`src/sv/ipol_pkg.sv`:
```
// shared types and codes for the ipv6 on-link prefix table
package ipol_pkg;

    localparam int unsigned FULL_LEN = 128;
    localparam int unsigned LEN_W    = 8;
    localparam int unsigned LIFE_W   = 32;

    // result status codes
    typedef enum logic [2:0] {
        ST_INSERTED  = 3'd0,
        ST_UPDATED   = 3'd1,
        ST_IGNORED   = 3'd2,
        ST_FULL      = 3'd3,
        ST_FOUND     = 3'd4,
        ST_NOT_FOUND = 3'd5,
        ST_EXPIRED   = 3'd6
    } status_t;

    // input op codes
    typedef enum logic [1:0] {
        OP_UPDATE = 2'd0,
        OP_LOOKUP = 2'd1,
        OP_TICK   = 2'd2,
        OP_NONE   = 2'd3
    } op_t;

    // one table entry held by a cell
    typedef struct packed {
        logic              used;
        logic [63:0]       hi;
        logic [63:0]       lo;
        logic [LEN_W-1:0]  len;
        logic [LIFE_W-1:0] rem;
    } entry_t;

    // what a cell does this cycle
    typedef enum logic [2:0] {
        CA_HOLD,
        CA_SHR,
        CA_SHL,
        CA_LOAD,
        CA_REFRESH,
        CA_DEC
    } cell_act_t;

    // search key broadcast to every cell
    typedef struct packed {
        logic [63:0]       hi;
        logic [63:0]       lo;
        logic [LEN_W-1:0]  len;
        logic [LIFE_W-1:0] life;
    } key_t;

endpackage

```
`src/sv/ipol_cell.sv`:
```
// one cell of the prefix chain: holds an entry, matches against the key
module ipol_cell (
    input  logic               aclk,
    input  logic               aresetn,
    input  ipol_pkg::cell_act_t act,
    input  ipol_pkg::key_t     key,
    input  ipol_pkg::entry_t   left_ent,
    input  ipol_pkg::entry_t   right_ent,
    output ipol_pkg::entry_t   ent,
    output logic               hit,
    output logic               expiring,
    output logic [7:0]         min_len
);
    import ipol_pkg::*;

    entry_t       ent_reg, ent_next;
    logic [127:0] mask;
    logic [7:0]   shift;

    // shorter of stored and key length, then the compare mask
    always_comb begin
        min_len = (ent_reg.len < key.len) ? ent_reg.len : key.len;
        shift   = 8'(FULL_LEN) - min_len;
        mask    = {128{1'b1}} << shift;
        if (min_len == 8'd0) begin
            mask = '0;
        end
        hit      = ent_reg.used && ((({ent_reg.hi, ent_reg.lo} ^ {key.hi, key.lo}) & mask)
                   == 128'd0);
        expiring = ent_reg.used && (ent_reg.rem == '0);
    end

    // next entry by action
    always_comb begin
        ent_next = ent_reg;
        case (act)
            CA_HOLD:    ent_next = ent_reg;
            CA_SHR:     ent_next = left_ent;
            CA_SHL:     ent_next = right_ent;
            CA_LOAD:    ent_next = '{used: 1'b1, hi: key.hi, lo: key.lo, len: key.len,
                                     rem: key.life};
            CA_REFRESH: begin
                ent_next.len = min_len;
                ent_next.rem = key.life;
            end
            CA_DEC: begin
                if (ent_reg.used && ent_reg.rem != '0) begin
                    ent_next.rem = ent_reg.rem - 1'b1;
                end
            end
            default:    ent_next = ent_reg;
        endcase
    end

    always_ff @(posedge aclk) begin
        if (!aresetn) begin
            ent_reg.used <= 1'b0;
        end else begin
            ent_reg <= ent_next;
        end
    end

    assign ent = ent_reg;

endmodule

```
`config.mk`:
```
export PLATFORM = sky130hd
export DESIGN_NAME = ipol_cell
export DESIGN_NICKNAME = d
export VERILOG_FILES = /design/src/sv/ipol_pkg.sv /design/src/sv/ipol_cell.sv
export SDC_FILE = /design/constraint.sdc
export NUM_CORES = 1
export LEC_CHECK = 0
export BUFFER_PORTS_ARGS = -buffer_cell sky130_fd_sc_hd__buf_4
export CAP_MARGIN = 5
export CORE_AREA = 2 2 270 272
export CTS_BUF_LIST = sky130_fd_sc_hd__clkbuf_2 sky130_fd_sc_hd__clkbuf_4 sky130_fd_sc_hd__clkbuf_8
export DETAILED_ROUTE_END_ITERATION = 12
export DIE_AREA = 0 0 272 274
export GPL_TIMING_DRIVEN = 0
export PLACE_DENSITY_LB_ADDON = 0.15
export SLEW_MARGIN = 10
export SYNTH_ARGS = -nofsm -noshare
export SYNTH_HDL_FRONTEND = slang
export SYNTH_SLANG_ARGS = --single-unit
```
`constraint.sdc`:
```
create_clock -name aclk -period 10.69 [get_ports aclk]
set_input_delay 0.5345 -clock aclk [delete_from_list [all_inputs] [get_ports aclk]]
set_output_delay 0.5345 -clock aclk [all_outputs]
set_load 0.05 [all_outputs]
```
==> report_table.html <==
<table>
<tr><th>Metric</th><th>Value</th></tr>
<tr><th colspan="2">Run status</th></tr>
<tr><td>Status</td><td>finished clean</td></tr>
<tr><th colspan="2">Yosys</th></tr>
<tr><td>Count of flip-flops with a built-in enable after synthesis</td><td>between 150 and 200</td></tr>
<tr><td>Net count after synthesis</td><td>around 2000</td></tr>
<tr><td>Portion of the post-synthesis area used by sequential elements</td><td>about two fifths</td></tr>
<tr><td>Syn Inst Count</td><td>~1400</td></tr>
<tr><td>Average cell area after synthesis</td><td>approximately 9 um2</td></tr>
<tr><td>Netlist area before placement</td><td>around 13000 um2</td></tr>
<tr><td>Yosys reg bits</td><td>between 150 and 200</td></tr>
<tr><td>Synth Flop Type</td><td>edfxtp_1</td></tr>
<tr><td>Number of distinct standard cells referenced by the synthesized netlist</td><td>67</td></tr>
<tr><td>Async S/R FF share, synth</td><td>0%</td></tr>
<tr><td>Yosys synthesis warning count</td><td>0</td></tr>
<tr><th colspan="2">Place</th></tr>
<tr><td>DP Cell Count</td><td>a little over 3000</td></tr>
<tr><td>Count of buffers inserted at the top-level ports</td><td>a little under 700</td></tr>
<tr><td>Post-DP HPWL</td><td>71900 um</td></tr>
<tr><td>Gpl congestion</td><td>between 0.9 and 1</td></tr>
<tr><th colspan="2">Die</th></tr>
<tr><td>Initial core utilization</td><td>between 10% and 20%</td></tr>
<tr><td>Height of the die</td><td>around 270 um</td></tr>
<tr><td>Overall die width</td><td>around 270 um</td></tr>
<tr><td>Number of placement rows</td><td>99</td></tr>
<tr><td>Area of the die</td><td>74500 um2</td></tr>
<tr><td>Num ports</td><td>slightly below 700</td></tr>
<tr><td>Area inside the core boundary</td><td>a little over 70000 um2</td></tr>
<tr><th colspan="2">Setup path</th></tr>
<tr><td>Critical register-to-register path startpoint</td><td>ent[2]</td></tr>
<tr><td>Crit. End Element</td><td>output port</td></tr>
<tr><td>Depth of the worst register-to-register path</td><td>9</td></tr>
<tr><td>Buffers &amp; Inverters on Critical Path</td><td>5</td></tr>
<tr><td>Slowest CP cell</td><td>mux2i_1</td></tr>
<tr><td>Worst Setup Start Kind</td><td>flip-flop</td></tr>
<tr><td>End of the worst register-to-register path</td><td>ent[14]</td></tr>
<tr><td>Worst stage delay on the critical path</td><td>between 0.6 and 0.7 ns</td></tr>
<tr><td>Category of the most critical setup path</td><td>flip-flop to output port</td></tr>
<tr><td>Crit-path max FO</td><td>10</td></tr>
<tr><td>Critical path required time</td><td>around 10 ns</td></tr>
<tr><td>Minimum setup slack among reg-to-reg paths</td><td>6.75 ns</td></tr>
<tr><td>Worst Path Arrival</td><td>about 8.3 ns</td></tr>
<tr><td>Cells traversed along the worst timing path</td><td>nand2b_4 &gt; a2111oi_4 &gt; o21a_1 &gt; clkbuf_1 &gt; buf_1 &gt; mux2i_1 &gt; ha_1 &gt; inv_1 &gt; ha_1 &gt; clkbuf_1 &gt; nor2_1 &gt; o21ai_0 &gt; o311ai_0 &gt; o2111ai_1 &gt; or4_1 &gt; a2111oi_2 &gt; a41oi_1 &gt; o31ai_1 &gt; buf_4</td></tr>
<tr><td>Largest delay contributor family on the critical path</td><td>compound AO/OA/AOI/OAI gates</td></tr>
<tr><th colspan="2">Clocking</th></tr>
<tr><td>Maximum buffer depth of the clock tree</td><td>2</td></tr>
<tr><td>Hold buffer count at cts</td><td>0</td></tr>
<tr><td>H-tree lvl count</td><td>4</td></tr>
<tr><td>Clk_lat worst skew</td><td>between 0.5 and 0.6 ns</td></tr>
<tr><td>Post_cts resized</td><td>0</td></tr>
<tr><td>Clock tree from TritonCTS</td><td>yes</td></tr>
<tr><td>Clock Sinks</td><td>169</td></tr>
<tr><td>Number of buffers added by the clock tree synthesis step</td><td>17</td></tr>
<tr><td>Worst-path clk slew</td><td>approximately 0.13 ns</td></tr>
<tr><td>Post-CTS Setup Bufs</td><td>0</td></tr>
<tr><td>Clk Tree Root Cell</td><td>clkbuf_8</td></tr>
<tr><th colspan="2">GRT</th></tr>
<tr><td>Grt peak-use layer</td><td>met2</td></tr>
<tr><td>Largest net degree at the start of global routing</td><td>55</td></tr>
<tr><td>Total congestion overflow after global routing</td><td>0</td></tr>
<tr><td>Initial antenna violation count</td><td>8</td></tr>
<tr><td>Met3 track utilization from global routing</td><td>roughly 4.8%</td></tr>
<tr><td>Global-route usage over all layers</td><td>between 20 and 25%</td></tr>
<tr><td>GR met1 Demand/Resource</td><td>between 20% and 30%</td></tr>
<tr><td>Vias in the first global route</td><td>15300</td></tr>
<tr><td>Global-route wire length before repair</td><td>~120000 um</td></tr>
<tr><td>M2 GR Usage</td><td>40.0%</td></tr>
<tr><th colspan="2">Timing</th></tr>
<tr><td>Hold violation count in the final report</td><td>0</td></tr>
<tr><td>Max Clk Rate</td><td>around 110 MHz</td></tr>
<tr><td>Fin crit period</td><td>8.88 ns</td></tr>
<tr><td>Slew HR</td><td>between 15 and 20%</td></tr>
<tr><td>Number of failing setup endpoints in the final timing report</td><td>0</td></tr>
<tr><td>Setup repair after global routing missed its margin</td><td>false</td></tr>
<tr><td>Transition time at the pin with the least slew margin</td><td>between 1 and 1.5 ns</td></tr>
<tr><td>Final worst clock skew</td><td>~0.018 ns</td></tr>
<tr><td>Part of the cycle the worst path needs</td><td>a little over 80%</td></tr>
<tr><td>Setup Total Neg Slack</td><td>0 ns</td></tr>
<tr><td>Max-slew violation count</td><td>0</td></tr>
<tr><th colspan="2">Detailed routing</th></tr>
<tr><td>Starting DRC count in detailed routing</td><td>between 1000 and 1500</td></tr>
<tr><td>DRC errors left</td><td>0</td></tr>
<tr><td>WL/cell</td><td>approximately 27 um</td></tr>
<tr><td>Antenna-violating nets left</td><td>0</td></tr>
<tr><td>Vias after detailed routing</td><td>around 15000</td></tr>
<tr><td>Iteration count of the initial detailed-routing pass</td><td>5</td></tr>
<tr><td>Vias per cell</td><td>4.76</td></tr>
<tr><td>Total length of routed wires</td><td>85900 um</td></tr>
<tr><th colspan="2">Hold path</th></tr>
<tr><td>Origin of the worst min-delay path</td><td>left_ent[80]</td></tr>
<tr><td>Hold crit path type</td><td>primary input to flip-flop</td></tr>
<tr><td>Hold Path Cell Cnt</td><td>3</td></tr>
<tr><td>Hold EP</td><td>ent[80]</td></tr>
<tr><th colspan="2">Layout</th></tr>
<tr><td>Final net count</td><td>2677</td></tr>
<tr><td>Non-filler cells in the finished layout</td><td>~3100</td></tr>
<tr><td>Flip-flop count of the largest register, all copies and words added</td><td>169</td></tr>
<tr><td>Layout cell share with drive strength beyond 1</td><td>between 30% and 40%</td></tr>
<tr><td>Area grow syn2layout</td><td>51.6%</td></tr>
<tr><th colspan="2">Pwr</th></tr>
<tr><td>Pwr/cell area</td><td>118 nW/um2</td></tr>
<tr><td>Peak VDD IR</td><td>a little under 0.08 mV</td></tr>
<tr><td>Cell leakage power</td><td>~8.3 nW</td></tr>
<tr><th colspan="2">Run</th></tr>
<tr><td>Maximum capacitance violations</td><td>0</td></tr>
</table>
==> through the flow <==
stage	power (mW)	utilization [%]	cell area [um2]	setup WS (ns)	hold WS (ns)
after global placement	1.90	27.3	19700	2.42	0.691
after detailed placement	1.90	27.5	19800	2.52	0.705
after CTS	2.42	28.0	20100	1.97	0.141
final	2.38	28.0	20200	1.81	0.204
after global routing	2.49	28.0	20100	1.51	0.180
after floorplan	1.38	-	13300	3.84	0.681
==> worst min-delay path, stage by stage <==
cell and delay [ns]:
buf_4 0.08, nand2_1 0.03, o21ai_0 0.05
==> cells in the final DEF, fill, tap and decap left out, types with 8 or more instances in the layout <==
master and count:
clkbuf_1 80, inv_1 19, o22ai_1 36, a221oi_1 22, nor2_1 64, diode_2 10, mux2i_1 146, buf_1 12
nor2b_1 12, clkbuf_8 17, edfxtp_1 168, nand3_1 14, xnor2_1 96, xor2_1 71, a22o_1 17, nor4_1 19
nand4_1 8, nand2_1 178, or3_1 13, buf_4 687, ha_1 12, a22oi_1 28, nor3_1 26, o21ai_0 190
a21oi_1 57, o221ai_1 10, nand2b_1 9
==> synthesized netlist by cell type (7+ instances only) <==
cell type    n  area (um2)
buf_1       13        48.8
mux2i_1    146        1460
nor4_1      19         119
o22ai_1     36         225
nand3_1     14        70.1
and2_1       7        43.8
nand2b_1     9        56.3
o21a_1       7        52.6
edfxtp_1   168        5040
clkbuf_1    80         300
nand4_1      8        50.1
nor2_1      64         240
o221ai_1    10        87.6
a221oi_1    22         193
xor2_1      71         622
nand2_1    178         668
o211ai_1     7        52.6
nor3_1      26         130
or3_1       13        81.3
nor2b_1     13        81.3
a22o_1      17         149
xnor2_1     96         841
ha_1        12         150
a22oi_1     28         210
o22a_1       7        61.3
a21oi_1     57         285
inv_1       19        71.3
o21ai_0    190         951
==> routing by layer <==
metal / up-vias / share of wire (%)
met5: - / 0.014
met4: 2 / 2.0
met3: 62 / 6.6
met2: 675 / 51
met1: 7300 / 40
li1: 6892 / -
==> how the worst max path moves through the flow <==
| stage | depth (start not counted) | slack, ns | end | from |
|---|---|---|---|---|
| floorplan | 18 | 3.84 | hit | ent[33] |
| global route | 19 | 1.51 | hit | ent[32] |
| detailed placement | 21 | 2.52 | hit | key[35] |
| global placement | 21 | 2.42 | hit | key[35] |
| finish | 19 | 1.81 | hit | ent[32] |
| CTS | 19 | 1.97 | hit | ent[32] |
==> final cells by class <==
cell class / count / area (um2)
sequential: 169 / 5060
timing repair buffer: 691 / 5250
antenna: 10 / 25.0
buffer: 97 / 377
tap: 959 / 1200
multi-input combinational: 1159 / 7800
clock inverter: 15 / 144
fill: 7854 / 51800
clock buffer: 17 / 234
inverter: 19 / 71.3
==> kinds of logic after synthesis <==
group | after synthesis | synth area share [%]
adders and majority gates | 12 | 1.13
DFF | 169 | 38.1
muxes | 151 | 11.4
and+or+nand+nor | 375 | 13.1
xor gates and xnor gates | 167 | 11.0
buffers and inverters | 116 | 3.36
AOI/OAI and AO/OA | 454 | 21.9
==> where the power goes <==
part	internal (mW)	total, mW	switching (mW)
registers	0.791	0.834	0.0438
clock network	0.169	0.501	0.332
logic	0.375	1.05	0.673
Note: power is estimated with default switching activity, not from simulation.
